`config.mk`:
```
export PLATFORM = sky130hd
export DESIGN_NAME = dda_line_rasterizer_unit
export DESIGN_NICKNAME = d
export VERILOG_FILES = /design/src/rtl/core/dda_pkg.sv /design/src/rtl/core/dda_div.sv /design/src/rtl/core/dda_walk.sv /design/src/rtl/core/dda_line_rasterizer_unit.sv
export VERILOG_INCLUDE_DIRS = /design/src /design/src/rtl/core
export SDC_FILE = /design/constraint.sdc
export NUM_CORES = 1
export LEC_CHECK = 0
export CAP_MARGIN = 20
export CORE_MARGIN = 2
export CORE_UTILIZATION = 30
export DETAILED_ROUTE_END_ITERATION = 7
export DONT_BUFFER_PORTS = 1
export SYNTH_ARGS = -nofsm -noshare
export SYNTH_HDL_FRONTEND = slang
export SYNTH_SLANG_ARGS = --single-unit
```
`constraint.sdc`:
```
create_clock -name clk_i -period 7.6 [get_ports clk_i]
set_input_delay 1.52 -clock clk_i [delete_from_list [all_inputs] [get_ports clk_i]]
set_output_delay 1.52 -clock clk_i [all_outputs]
set_load 0.02 [all_outputs]
```
`src/rtl/core/dda_line_rasterizer_unit_assert.svh`:
```
// Assertion macros shared by the line rasterizer RTL.
`ifndef DDA_LINE_RASTERIZER_UNIT_ASSERT_SVH
`define DDA_LINE_RASTERIZER_UNIT_ASSERT_SVH
`ifndef NO_ASSERTIONS
// Property checked at every rising edge outside reset.
`define DDA_ASSERT(lbl, prop, msg) \
  lbl: assert property (@(posedge clk_i) disable iff (!rst_ni) prop) \
    else $error(msg);
// Condition that must never be seen outside reset.
`define DDA_ASSERT_NEVER(lbl, cond, msg) \
  lbl: assert property (@(posedge clk_i) disable iff (!rst_ni) !(cond)) \
    else $error(msg);
`else
`define DDA_ASSERT(lbl, prop, msg)
`define DDA_ASSERT_NEVER(lbl, cond, msg)
`endif
`endif

```
`src/rtl/core/dda_pkg.sv`:
```
// Shared types and constants of the DDA line rasterizer.
`default_nettype none
package dda_pkg;

  // Item kinds carried in the input tuser bit.
  localparam logic KIND_LOAD = 1'b0;
  localparam logic KIND_STEP = 1'b1;

  // Configuration register map.
  localparam int unsigned CFG_IDX_W = 8;
  localparam logic [CFG_IDX_W-1:0] REG_FRAME_WIDTH  = 8'd0;
  localparam logic [CFG_IDX_W-1:0] REG_FRAME_HEIGHT = 8'd1;

  // Frame size registers.
  localparam int unsigned FRAME_W = 12;
  localparam logic [FRAME_W-1:0] FRAME_RESET = 12'd600;

  // Pixel color width.
  localparam int unsigned COLOR_W = 32;

  // Sequencer states.
  typedef enum logic {
    ST_IDLE,
    ST_DIV
  } fsm_e;

  // Commands from the sequencer to the line walker.
  typedef struct packed {
    logic load;
    logic step;
    logic set_slope;
  } walk_ctrl_t;

  // Per-pixel flags from the line walker.
  typedef struct packed {
    logic in_bounds;
    logic last;
  } pix_flags_t;

endpackage
`default_nettype wire

```
`src/rtl/core/dda_div.sv`:
```
// Iterative restoring divider that forms the slope magnitude, one quotient bit per cycle.
`default_nettype none
`include "dda_line_rasterizer_unit_assert.svh"
module dda_div
  import dda_pkg::*;
#(
  parameter int unsigned COORD_BITS = 16,
  parameter int unsigned FRAC_BITS  = 16
) (
  input  wire logic                  clk_i,
  input  wire logic                  rst_ni,
  input  wire logic                  start_i,
  input  wire logic [COORD_BITS-1:0] amin_i,
  input  wire logic [COORD_BITS-1:0] amaj_i,
  output logic                       busy_o,
  output logic                       done_o,
  output logic [FRAC_BITS:0]         quo_o
);

  localparam int unsigned NUM_W = COORD_BITS + FRAC_BITS + 1;
  localparam int unsigned CNT_W = $clog2(FRAC_BITS + 2);

  logic                  busy_q, busy_d;
  logic                  done_q, done_d;
  logic [CNT_W-1:0]      cnt_q, cnt_d;
  logic [COORD_BITS-1:0] rem_q, rem_d;
  logic [FRAC_BITS:0]    low_q, low_d;
  logic [COORD_BITS-1:0] den_q, den_d;
  logic [FRAC_BITS:0]    quo_q, quo_d;

  logic [NUM_W-1:0]      num;
  logic [COORD_BITS:0]   trial;
  logic [COORD_BITS+1:0] diff;
  logic                  ge;

  // Dividend is the minor delta scaled by the fraction, plus half the divisor for rounding.
  assign num = {1'b0, amin_i, {FRAC_BITS{1'b0}}} + NUM_W'(amaj_i >> 1);

  // Shared compare and subtract unit.
  assign trial = {rem_q, low_q[FRAC_BITS]};
  assign diff  = {1'b0, trial} - {2'b00, den_q};
  assign ge    = ~diff[COORD_BITS+1];

  // Next state of the iteration.
  always_comb begin
    busy_d = busy_q;
    done_d = 1'b0;
    cnt_d  = cnt_q;
    rem_d  = rem_q;
    low_d  = low_q;
    den_d  = den_q;
    quo_d  = quo_q;
    if (start_i) begin
      busy_d = 1'b1;
      cnt_d  = CNT_W'(FRAC_BITS);
      rem_d  = num[NUM_W-1:FRAC_BITS+1];
      low_d  = num[FRAC_BITS:0];
      den_d  = amaj_i;
      quo_d  = '0;
    end else if (busy_q) begin
      rem_d = ge ? diff[COORD_BITS-1:0] : trial[COORD_BITS-1:0];
      low_d = {low_q[FRAC_BITS-1:0], 1'b0};
      quo_d = {quo_q[FRAC_BITS-1:0], ge};
      cnt_d = cnt_q - 1'b1;
      if (cnt_q == '0) begin
        busy_d = 1'b0;
        done_d = 1'b1;
      end
    end
  end

  // Control registers.
  always_ff @(posedge clk_i or negedge rst_ni) begin
    if (!rst_ni) begin
      busy_q <= 1'b0;
      done_q <= 1'b0;
      cnt_q  <= '0;
    end else begin
      busy_q <= busy_d;
      done_q <= done_d;
      cnt_q  <= cnt_d;
    end
  end

  // Datapath registers.
  always_ff @(posedge clk_i) begin
    rem_q <= rem_d;
    low_q <= low_d;
    den_q <= den_d;
    quo_q <= quo_d;
  end

  // A zero major delta only happens for equal endpoints, which have zero slope.
  assign busy_o = busy_q;
  assign done_o = done_q;
  assign quo_o  = (den_q == '0) ? '0 : quo_q;

  `DDA_ASSERT_NEVER(a_div_start_busy, start_i && busy_q, "divider started while busy")
  `DDA_ASSERT(a_div_done_idle, done_q |-> !busy_q, "divider done while still iterating")

endmodule
`default_nettype wire

```
`src/rtl/core/dda_walk.sv`:
```
// Line walker: latches endpoints, holds the DDA accumulator and forms each pixel.
`default_nettype none
module dda_walk
  import dda_pkg::*;
#(
  parameter int unsigned COORD_BITS = 16,
  parameter int unsigned FRAC_BITS  = 16
) (
  input  wire logic                         clk_i,
  input  wire logic                         rst_ni,
  input  wire walk_ctrl_t                   ctrl_i,
  input  wire logic signed [COORD_BITS-1:0] x_start_i,
  input  wire logic signed [COORD_BITS-1:0] y_start_i,
  input  wire logic signed [COORD_BITS-1:0] x_end_i,
  input  wire logic signed [COORD_BITS-1:0] y_end_i,
  input  wire logic [COLOR_W-1:0]           color_i,
  input  wire logic [FRAME_W-1:0]           frame_width_i,
  input  wire logic [FRAME_W-1:0]           frame_height_i,
  input  wire logic [FRAC_BITS:0]           quo_i,
  output logic [COORD_BITS-1:0]             amin_o,
  output logic [COORD_BITS-1:0]             amaj_o,
  output logic                              active_o,
  output logic signed [COORD_BITS-1:0]      pix_x_o,
  output logic signed [COORD_BITS-1:0]      pix_y_o,
  output logic [COLOR_W-1:0]                pix_color_o,
  output pix_flags_t                        flags_o
);

  localparam int unsigned DIF_W  = COORD_BITS + 1;
  localparam int unsigned ACC_W  = COORD_BITS + FRAC_BITS + 1;
  localparam int unsigned STEP_W = FRAC_BITS + 2;
  localparam int unsigned RND_W  = COORD_BITS + 2;
  localparam int unsigned CMP_W  = ((RND_W > FRAME_W) ? RND_W : FRAME_W) + 1;

  logic                         active_q, active_d;
  logic                         steep_q, steep_d;
  logic signed [COORD_BITS-1:0] major_pos_q, major_pos_d;
  logic signed [COORD_BITS-1:0] major_end_q, major_end_d;
  logic                         major_down_q, major_down_d;
  logic                         minor_neg_q, minor_neg_d;
  logic signed [ACC_W-1:0]      acc_q, acc_d;
  logic signed [STEP_W-1:0]     step_q, step_d;
  logic [COLOR_W-1:0]           color_q, color_d;

  logic [DIF_W-1:0]             dx, dy, adx_full, ady_full;
  logic [COORD_BITS-1:0]        adx, ady;
  logic                         steep_new;
  logic signed [COORD_BITS-1:0] minor0;
  logic [STEP_W-1:0]            mag;

  logic                         acc_neg;
  logic [ACC_W-1:0]             acc_mag;
  logic [ACC_W:0]               rnd_sum;
  logic [RND_W-1:0]             rnd_abs;
  logic [RND_W-1:0]             rnd;
  logic [RND_W-1:0]             px_w, py_w;
  logic [CMP_W-1:0]             px_c, py_c, fw_c, fh_c;
  logic                         last;

  // Endpoint deltas and their magnitudes.
  assign dx       = {x_end_i[COORD_BITS-1], x_end_i} - {x_start_i[COORD_BITS-1], x_start_i};
  assign dy       = {y_end_i[COORD_BITS-1], y_end_i} - {y_start_i[COORD_BITS-1], y_start_i};
  assign adx_full = dx[DIF_W-1] ? (~dx + 1'b1) : dx;
  assign ady_full = dy[DIF_W-1] ? (~dy + 1'b1) : dy;
  assign adx      = adx_full[COORD_BITS-1:0];
  assign ady      = ady_full[COORD_BITS-1:0];

  // Major axis is y only when it has strictly the larger travel.
  assign steep_new = ady > adx;
  assign minor0    = steep_new ? x_start_i : y_start_i;
  assign amaj_o    = steep_new ? ady : adx;
  assign amin_o    = steep_new ? adx : ady;
  assign mag       = {1'b0, quo_i};

  // Minor coordinate rounded half away from zero.
  assign acc_neg = acc_q[ACC_W-1];
  assign acc_mag = acc_neg ? (~acc_q + 1'b1) : acc_q;
  assign rnd_sum = {1'b0, acc_mag} + ((ACC_W+1)'(1) << (FRAC_BITS - 1));
  assign rnd_abs = rnd_sum[ACC_W:FRAC_BITS];
  assign rnd     = acc_neg ? (~rnd_abs + 1'b1) : rnd_abs;

  // Pixel coordinates, kept wide for the bounds check.
  assign px_w = steep_q ? rnd : {{2{major_pos_q[COORD_BITS-1]}}, major_pos_q};
  assign py_w = steep_q ? {{2{major_pos_q[COORD_BITS-1]}}, major_pos_q} : rnd;
  assign px_c = {{(CMP_W-RND_W){px_w[RND_W-1]}}, px_w};
  assign py_c = {{(CMP_W-RND_W){py_w[RND_W-1]}}, py_w};
  assign fw_c = {{(CMP_W-FRAME_W){1'b0}}, frame_width_i};
  assign fh_c = {{(CMP_W-FRAME_W){1'b0}}, frame_height_i};
  assign last = (major_pos_q == major_end_q);

  assign pix_x_o           = px_w[COORD_BITS-1:0];
  assign pix_y_o           = py_w[COORD_BITS-1:0];
  assign pix_color_o       = color_q;
  assign flags_o.last      = last;
  assign flags_o.in_bounds = ~px_w[RND_W-1] & ~py_w[RND_W-1] & (px_c < fw_c) & (py_c < fh_c);
  assign active_o          = active_q;

  // Load, slope update and per-pixel advance.
  always_comb begin
    active_d     = active_q;
    steep_d      = steep_q;
    major_pos_d  = major_pos_q;
    major_end_d  = major_end_q;
    major_down_d = major_down_q;
    minor_neg_d  = minor_neg_q;
    acc_d        = acc_q;
    step_d       = step_q;
    color_d      = color_q;
    if (ctrl_i.load) begin
      active_d     = 1'b1;
      steep_d      = steep_new;
      major_pos_d  = steep_new ? y_start_i : x_start_i;
      major_end_d  = steep_new ? y_end_i : x_end_i;
      major_down_d = steep_new ? dy[DIF_W-1] : dx[DIF_W-1];
      minor_neg_d  = steep_new ? dx[DIF_W-1] : dy[DIF_W-1];
      acc_d        = {minor0[COORD_BITS-1], minor0, {FRAC_BITS{1'b0}}};
      step_d       = '0;
      color_d      = color_i;
    end else if (ctrl_i.set_slope) begin
      step_d = minor_neg_q ? (~mag + 1'b1) : mag;
    end else if (ctrl_i.step && active_q) begin
      if (last) begin
        active_d = 1'b0;
      end else begin
        major_pos_d = major_pos_q + (major_down_q ? {COORD_BITS{1'b1}} : COORD_BITS'(1));
        acc_d       = acc_q + {{(ACC_W-STEP_W){step_q[STEP_W-1]}}, step_q};
      end
    end
  end

  // Control register.
  always_ff @(posedge clk_i or negedge rst_ni) begin
    if (!rst_ni) begin
      active_q <= 1'b0;
    end else begin
      active_q <= active_d;
    end
  end

  // Line state registers.
  always_ff @(posedge clk_i) begin
    steep_q      <= steep_d;
    major_pos_q  <= major_pos_d;
    major_end_q  <= major_end_d;
    major_down_q <= major_down_d;
    minor_neg_q  <= minor_neg_d;
    acc_q        <= acc_d;
    step_q       <= step_d;
    color_q      <= color_d;
  end

endmodule
`default_nettype wire

```
`src/rtl/core/dda_line_rasterizer_unit.sv`:
```
// Top level of the DDA line rasterizer: sequencer, frame registers and output register.
//
// Usage. Input beats arrive on the s_axis group; tuser selects the kind: a load beat
// latches both endpoints and the color, a step beat asks for the next pixel. Each
// step beat on an active line yields one m_axis beat in the cycle after acceptance; a
// step beat with no active line yields nothing. tlast marks the final pixel, after
// which the line is inactive. Frame size registers are written on the cfg channel,
// which is always ready, and should only change while the block is idle.
// Throughput: one step beat per cycle while the receiver takes pixels. A load beat
// keeps s_axis_tready low until the slope is formed: the slope is formed by one
// shared subtract and compare unit producing one quotient bit per cycle.
// Reset clears the sequencer, the output register and the active line, and sets
// both frame sizes to 600. When the receiver stalls, the pending pixel holds in
// the output register and tready stays low until it is taken.
`default_nettype none
`include "dda_line_rasterizer_unit_assert.svh"
module dda_line_rasterizer_unit
  import dda_pkg::*;
#(
  parameter int unsigned COORD_BITS = 16,
  parameter int unsigned FRAC_BITS  = 16
) (
  input  wire logic                                    clk_i,
  input  wire logic                                    rst_ni,
  // Input: x_start, y_start, x_end, y_end, line_color_in (from bit 0 up).
  input  wire logic [((4*COORD_BITS+COLOR_W+7)/8)*8-1:0] s_axis_tdata,
  // Input user bits: kind.
  input  wire logic                                    s_axis_tuser,
  input  wire logic                                    s_axis_tvalid,
  output logic                                         s_axis_tready,
  // Output: pixel_x, pixel_y, pixel_color (from bit 0 up), zero padded.
  output logic [((2*COORD_BITS+COLOR_W+7)/8)*8-1:0]    m_axis_tdata,
  // Output user bits: in_bounds.
  output logic                                         m_axis_tuser,
  output logic                                         m_axis_tlast,
  output logic                                         m_axis_tvalid,
  input  wire logic                                    m_axis_tready,
  // Configuration write channel.
  input  wire logic                                    cfg_valid_i,
  output logic                                         cfg_ready_o,
  input  wire logic [CFG_IDX_W-1:0]                    cfg_index_i,
  input  wire logic [FRAME_W-1:0]                      cfg_data_i
);

  localparam int unsigned OUT_W = ((2*COORD_BITS+COLOR_W+7)/8)*8;

  fsm_e state_q, state_d;

  logic [FRAME_W-1:0] frame_width_q, frame_width_d;
  logic [FRAME_W-1:0] frame_height_q, frame_height_d;

  logic                  out_valid_q, out_valid_d;
  logic [OUT_W-1:0]      out_data_q, out_data_d;
  logic                  out_inb_q, out_inb_d;
  logic                  out_last_q, out_last_d;

  logic                  in_hs;
  logic                  is_step;
  walk_ctrl_t            walk_ctrl;
  logic                  div_start;
  logic                  div_busy;
  logic                  div_done;
  logic [FRAC_BITS:0]    div_quo;
  logic [COORD_BITS-1:0] amin, amaj;
  logic                  walk_active;
  logic signed [COORD_BITS-1:0] pix_x, pix_y;
  logic [COLOR_W-1:0]    pix_color;
  pix_flags_t            pix_flags;

  // Input beat decode.
  assign s_axis_tready = (state_q == ST_IDLE) && (!out_valid_q || m_axis_tready);
  assign in_hs         = s_axis_tvalid && s_axis_tready;
  assign is_step       = (s_axis_tuser == KIND_STEP);

  // Sequencer: a load starts the slope division, its end writes the slope.
  always_comb begin
    state_d             = state_q;
    walk_ctrl.load      = 1'b0;
    walk_ctrl.step      = 1'b0;
    walk_ctrl.set_slope = 1'b0;
    div_start           = 1'b0;
    case (state_q)
      ST_IDLE: begin
        walk_ctrl.step = in_hs && is_step;
        if (in_hs && !is_step) begin
          walk_ctrl.load = 1'b1;
          div_start      = 1'b1;
          state_d        = ST_DIV;
        end
      end
      ST_DIV: begin
        if (div_done) begin
          walk_ctrl.set_slope = 1'b1;
          state_d             = ST_IDLE;
        end
      end
      default: begin
        state_d = ST_IDLE;
      end
    endcase
  end

  always_ff @(posedge clk_i or negedge rst_ni) begin
    if (!rst_ni) begin
      state_q <= ST_IDLE;
    end else begin
      state_q <= state_d;
    end
  end

  // Frame size registers.
  assign cfg_ready_o = 1'b1;

  always_comb begin
    frame_width_d  = frame_width_q;
    frame_height_d = frame_height_q;
    if (cfg_valid_i) begin
      case (cfg_index_i)
        REG_FRAME_WIDTH:  frame_width_d  = cfg_data_i;
        REG_FRAME_HEIGHT: frame_height_d = cfg_data_i;
        default: begin
        end
      endcase
    end
  end

  always_ff @(posedge clk_i or negedge rst_ni) begin
    if (!rst_ni) begin
      frame_width_q  <= FRAME_RESET;
      frame_height_q <= FRAME_RESET;
    end else begin
      frame_width_q  <= frame_width_d;
      frame_height_q <= frame_height_d;
    end
  end

  // Slope divider.
  dda_div #(
    .COORD_BITS(COORD_BITS),
    .FRAC_BITS (FRAC_BITS)
  ) u_div (
    .clk_i  (clk_i),
    .rst_ni (rst_ni),
    .start_i(div_start),
    .amin_i (amin),
    .amaj_i (amaj),
    .busy_o (div_busy),
    .done_o (div_done),
    .quo_o  (div_quo)
  );

  // Line walker.
  dda_walk #(
    .COORD_BITS(COORD_BITS),
    .FRAC_BITS (FRAC_BITS)
  ) u_walk (
    .clk_i         (clk_i),
    .rst_ni        (rst_ni),
    .ctrl_i        (walk_ctrl),
    .x_start_i     (s_axis_tdata[COORD_BITS-1:0]),
    .y_start_i     (s_axis_tdata[2*COORD_BITS-1:COORD_BITS]),
    .x_end_i       (s_axis_tdata[3*COORD_BITS-1:2*COORD_BITS]),
    .y_end_i       (s_axis_tdata[4*COORD_BITS-1:3*COORD_BITS]),
    .color_i       (s_axis_tdata[4*COORD_BITS +: COLOR_W]),
    .frame_width_i (frame_width_q),
    .frame_height_i(frame_height_q),
    .quo_i         (div_quo),
    .amin_o        (amin),
    .amaj_o        (amaj),
    .active_o      (walk_active),
    .pix_x_o       (pix_x),
    .pix_y_o       (pix_y),
    .pix_color_o   (pix_color),
    .flags_o       (pix_flags)
  );

  // Output register: loads on a step beat of an active line, empties when taken.
  always_comb begin
    out_valid_d = out_valid_q;
    out_data_d  = out_data_q;
    out_inb_d   = out_inb_q;
    out_last_d  = out_last_q;
    if (m_axis_tready) begin
      out_valid_d = 1'b0;
    end
    if (walk_ctrl.step && walk_active) begin
      out_valid_d = 1'b1;
      out_data_d  = OUT_W'({pix_color, pix_y, pix_x});
      out_inb_d   = pix_flags.in_bounds;
      out_last_d  = pix_flags.last;
    end
  end

  always_ff @(posedge clk_i or negedge rst_ni) begin
    if (!rst_ni) begin
      out_valid_q <= 1'b0;
    end else begin
      out_valid_q <= out_valid_d;
    end
  end

  always_ff @(posedge clk_i) begin
    out_data_q <= out_data_d;
    out_inb_q  <= out_inb_d;
    out_last_q <= out_last_d;
  end

  assign m_axis_tvalid = out_valid_q;
  assign m_axis_tdata  = out_data_q;
  assign m_axis_tuser  = out_inb_q;
  assign m_axis_tlast  = out_last_q;

  `DDA_ASSERT(a_done_in_div, div_done |-> (state_q == ST_DIV), "slope done outside division")
  `DDA_ASSERT(a_load_starts_div, (in_hs && !is_step) |=> (state_q == ST_DIV && div_busy), "load did not start division")
  `DDA_ASSERT(a_step_gives_beat, (in_hs && is_step && walk_active) |=> m_axis_tvalid, "active step gave no pixel")

endmodule
`default_nettype wire
```
==> results <==
- The class of the tightest hold or removal check is reg2reg.
- From left edge to right edge, the die measures 259 µm.
- The remaining routing DRC violations is 0.
- The time the worst path needs with I/O delays and setup is 6.85 ns.
- For this design the static power due to leakage is 8.70 nW.
- The signal on the critical path passes through inv_1, ha_1, inv_1, fa_1, a21o_1, a211o_1, a31o_2, a2111oi_0, xnor2_1, nor4_1, nand2_1, o21bai_1, xnor2_1, inv_1, ha_1, nand4_1, nor2_1, nand2_1, o21bai_1, a221o_4, inv_2, buf_12, mux2i_1, o22ai_1.
- The run finished with clean final reports.
- Across the VDD grid, the largest voltage drop is 175 µV.
- The routability-driven placement congestion ratio is 0.907.
- The area of the core is 64,300 µm².
- Counting every sink on the clock net gives 284.
- The starting density of the core is 30.3%.
- Entering global routing, the biggest net connects 105 pins.
- The share of synthesized flip-flops with an asynchronous set or reset is 12.0%.
- Cells with a size suffix above 1 make up 8.31% of the layout.
- The critical path class is in2reg.
- The number of antenna violations at the first check in global routing was 10.
- The number of iterations in the first detailed-routing pass is 5.
- The number of DRC violations after detailed-routing iteration 0 is 1,438.
- Counting every net in the synthesized netlist gives 2,337.
- The standard cell with the maximum stage delay on the critical path is nor4_1.
- The full die area is 67,100 µm².
- The final period utilization is 90.2%.
- Averaged over all synthesized cells, the footprint is 9.42 µm².
- The area share of the largest cell type after synthesis is 30.6%.
- Among all cell types in the netlist, the one instantiated most often is nand2_1.
- The switching share of total power is 39.5%.
- STA puts the critical path data arrival time at 7.14 ns.
- The power share of the clock group is 23.3%.
- STA classifies the critical path endpoint as a register.
- The detailed router placed 15,400 vias in this run.
- The number of filler cells placed in the layout is 6,470.
- In this run the tool buffered the top-level ports with 0 buffer cells.
- The total CTS buffers is 36.
- The number of placement rows is 93.
- The mean number of vias per cell is 5.23.
- The switching power is 3.05 mW.
- For this design the ratio of total power to cell area is 357 nW/µm².
- By area the synthesized netlist is led by edfxtp_1 31%, ha_1 8.9%, dfxtp_1 5.2%.
- The cell that appears most often on the critical path is inv_1.
- The chip height is 259 µm.
- The critical path's top delay family is compound AO/OA/AOI/OAI gates.
- After synthesis, the most frequently instantiated cells are 205 x nand2_1, 199 x edfxtp_1, 167 x nor2_1.
- At the pin with the least slew margin, the transition time is 0.882 ns.
- The post-detailed-route count of antenna-violating nets is 0.
- The synthesized design contains 199 enable-type register cells.
- The number of top-level pins is 191.
- The combinational share of power is 43.8%.
- The buffer cell driving the clock tree root is clkbuf_16.
- Setup repair after global routing left no endpoint under its margin.
- The clock latency at the later pin of the worst-skew pair is 0.57 ns.
- The register clock-pin slew on the reported worst setup and hold paths is 0.06 ns.
- Across the run, the number of max-cap violations was 0.
- In this run, distinct cell masters in the synthesized netlist total 94.
- The total congestion overflow after global routing is 0.
- Of the total power, registers draw 32.9%.
- After routing, the total negative slack on setup checks comes to 0 ns.
- The cell count after synthesis came out at 2,071.
- The half-perimeter wire length after placement is 40,700 µm.
- The setup violation total in the final timing report is 0.
- The CTS tree is built.
- In the global route stage, overall resource usage came out at 15.4%.
- The register bit total from synthesis is 284.
- After detailed routing, the average wire length per cell comes to 18.2 µm.
- The number of hold buffers added after CTS was 0.
- After clock tree synthesis, the setup repair step added 0 buffers.
- In the final design database the tool counted 2,309 nets.
- After detailed routing, the total wire length is 53,300 µm.
- Sequential elements use 40.3% of the synthesized area.
- The met2 usage is 24.3%.
- The routing usage on met3 is 6.17%.
- Along the worst path, the maximum fanout reaches 34.
- The buffer levels on the longest clock path is 3.
- The first global-routing pass estimated 82,100 µm of wire.
- Global routing used 19.0% of the available met1 tracks.
- STA classifies the critical path startpoint as an input pin.
- The number of buffer and inverter instances along the worst setup path is 5.
- The global routing stage identified its most utilized layer as met2.
- Clock skew on the completed layout was measured at 0.0282 ns.
- The most used flip-flop cell after synthesis is edfxtp_1.
- The cell internal power dissipation is 4.68 mW.
- The count of pins over their slew limit is 0.
- Gates resized during post-CTS repair numbered 0.
- Static timing analysis puts the maximum clock frequency at 146 MHz.
- The final count of hold timing violations is 0.
- The Yosys step of the flow raised 0 warnings.
- The remaining max-slew budget at the tightest pin is 40.7%.
- Data on the critical path is required at its endpoint by 7.88 ns.
- The minimum hold slack is 0.410 ns.
- The largest single stage delay on the critical path is 0.48 ns.
- The largest area contributor in the netlist is edfxtp_1.
- From synthesis to final layout, the design area changed by 11.2%.
- In this run the cell area of the synthesized design comes to 19,500 µm².
- The via count of the first global-routing pass came to 14,700.
- The number of H-tree branching levels is 2.
[layout by cell type, fill, tap and decap left out, types with 14 or more instances in the layout]
cell type  instances
ha_1             139
and3_1            19
nor3_1            41
o21a_1            22
buf_4             24
o21bai_1          14
edfxtp_1         199
dfxtp_1           51
o22ai_1           23
xnor2_1          113
nor4_1            23
nand4_1           21
clkbuf_16         37
inv_1            131
nand2_1          205
nor2b_1           23
a21o_1            42
mux2_2            42
mux2i_1           53
dfrtp_1           26
nand3_1           44
a211oi_1          30
or3_1             16
a21oi_1          142
o211ai_1          16
nor2_1           166
nand2b_1          15
xor2_1            47
o31ai_1           21
o21ai_0          113
[registers in the layout, indices dropped and copies added (netlist names), 5 cells and up]
| name | cells |
|---|---|
| m_axis_tdata | 64 |
| u_walk.acc_q | 33 |
| u_walk.pix_color_o | 32 |
| u_walk.step_q | 18 |
| u_div.low_q | 17 |
| u_div.quo_q | 17 |
| u_div.den_q | 16 |
| u_div.rem_q | 16 |
| u_walk.major_end_q | 16 |
| u_walk.major_pos_q | 16 |
| frame_height_q | 12 |
| frame_width_q | 12 |
| u_div.cnt_q | 5 |
[metal layers]
metal  part of all wire [%]  routed length [µm]  vias to the layer above
met3                    9.8                5200                      115
li1                       -                   -                     7502
met2                     45               23700                      436
met1                     42               22400                     7282
met5                   0.22                 115                        -
met4                    3.4                1830                       18
[layout make-up]
cell class	count	area, µm²	area share [%]
Multi-Input combinational cell	1561	10800	49.6
Sequential cell	284	7860	36.2
Tap cell	855	1070	4.93
Clock buffer	47	973	4.49
Inverter	133	504	2.32
Clock inverter	19	272	1.25
Timing Repair Buffer	27	235	1.08
Antenna cell	7	17.5	0.0808
[power by group through the flow]
stage	Combinational [mW]	Sequential, mW	Clock [mW]
after floorplan	2.67	2.42	0
after global placement	3.27	2.57	0
after detailed placement	3.35	2.58	0
after CTS	3.37	2.55	1.84
after global routing	3.80	2.59	1.90
final	3.39	2.55	1.80
[per-stage QoR]
step                      instance area (µm²)  setup WS (ns)  utilization [%]  total power [mW]  std cells
after floorplan                         19500          0.712                -              5.09       2071
after detailed placement                20400          0.238             31.7              5.93       2859
after global routing                    21700          0.440             33.7              8.29       2926
after CTS                               21700          0.798             33.7              7.77       2925
after global placement                  20400          0.326             31.7              5.84       2859
final                                   21700          0.745             33.7              7.74       2933
[worst paths after layout]
kind	slack, ns	cells after the start	to	from
max in group asynchronous	6.76	0	frame_width_q[9]	rst_ni
worst min register to register	0.41	0	m_axis_tdata[43]	u_walk.pix_color_o[11]
worst min-delay path	0.41	0	m_axis_tdata[43]	u_walk.pix_color_o[11]
min in group asynchronous	0.65	0	frame_height_q[5]	rst_ni
worst max-delay path	0.75	24	u_walk.acc_q[16]	s_axis_tdata[32]
worst max register to register	1.45	23	m_axis_tuser	u_walk.acc_q[0]
[logic make-up (layout without fill, tap and decap cells)]
group	after synthesis	count (layout)	share of synthesized area [%]
AO/OA/AOI/OAI	523	523	17.3
XOR/XNOR	162	162	7.38
adder cells (fa/ha/maj)	144	144	9.43
buffers and inverters	226	226	4.66
flip-flops	284	284	40.3
multiplexers	96	96	5.26
other	1	8	0.0192
AND/OR/NAND/NOR	635	635	15.6
No activity file was read; power rests on OpenSTA's default activity.
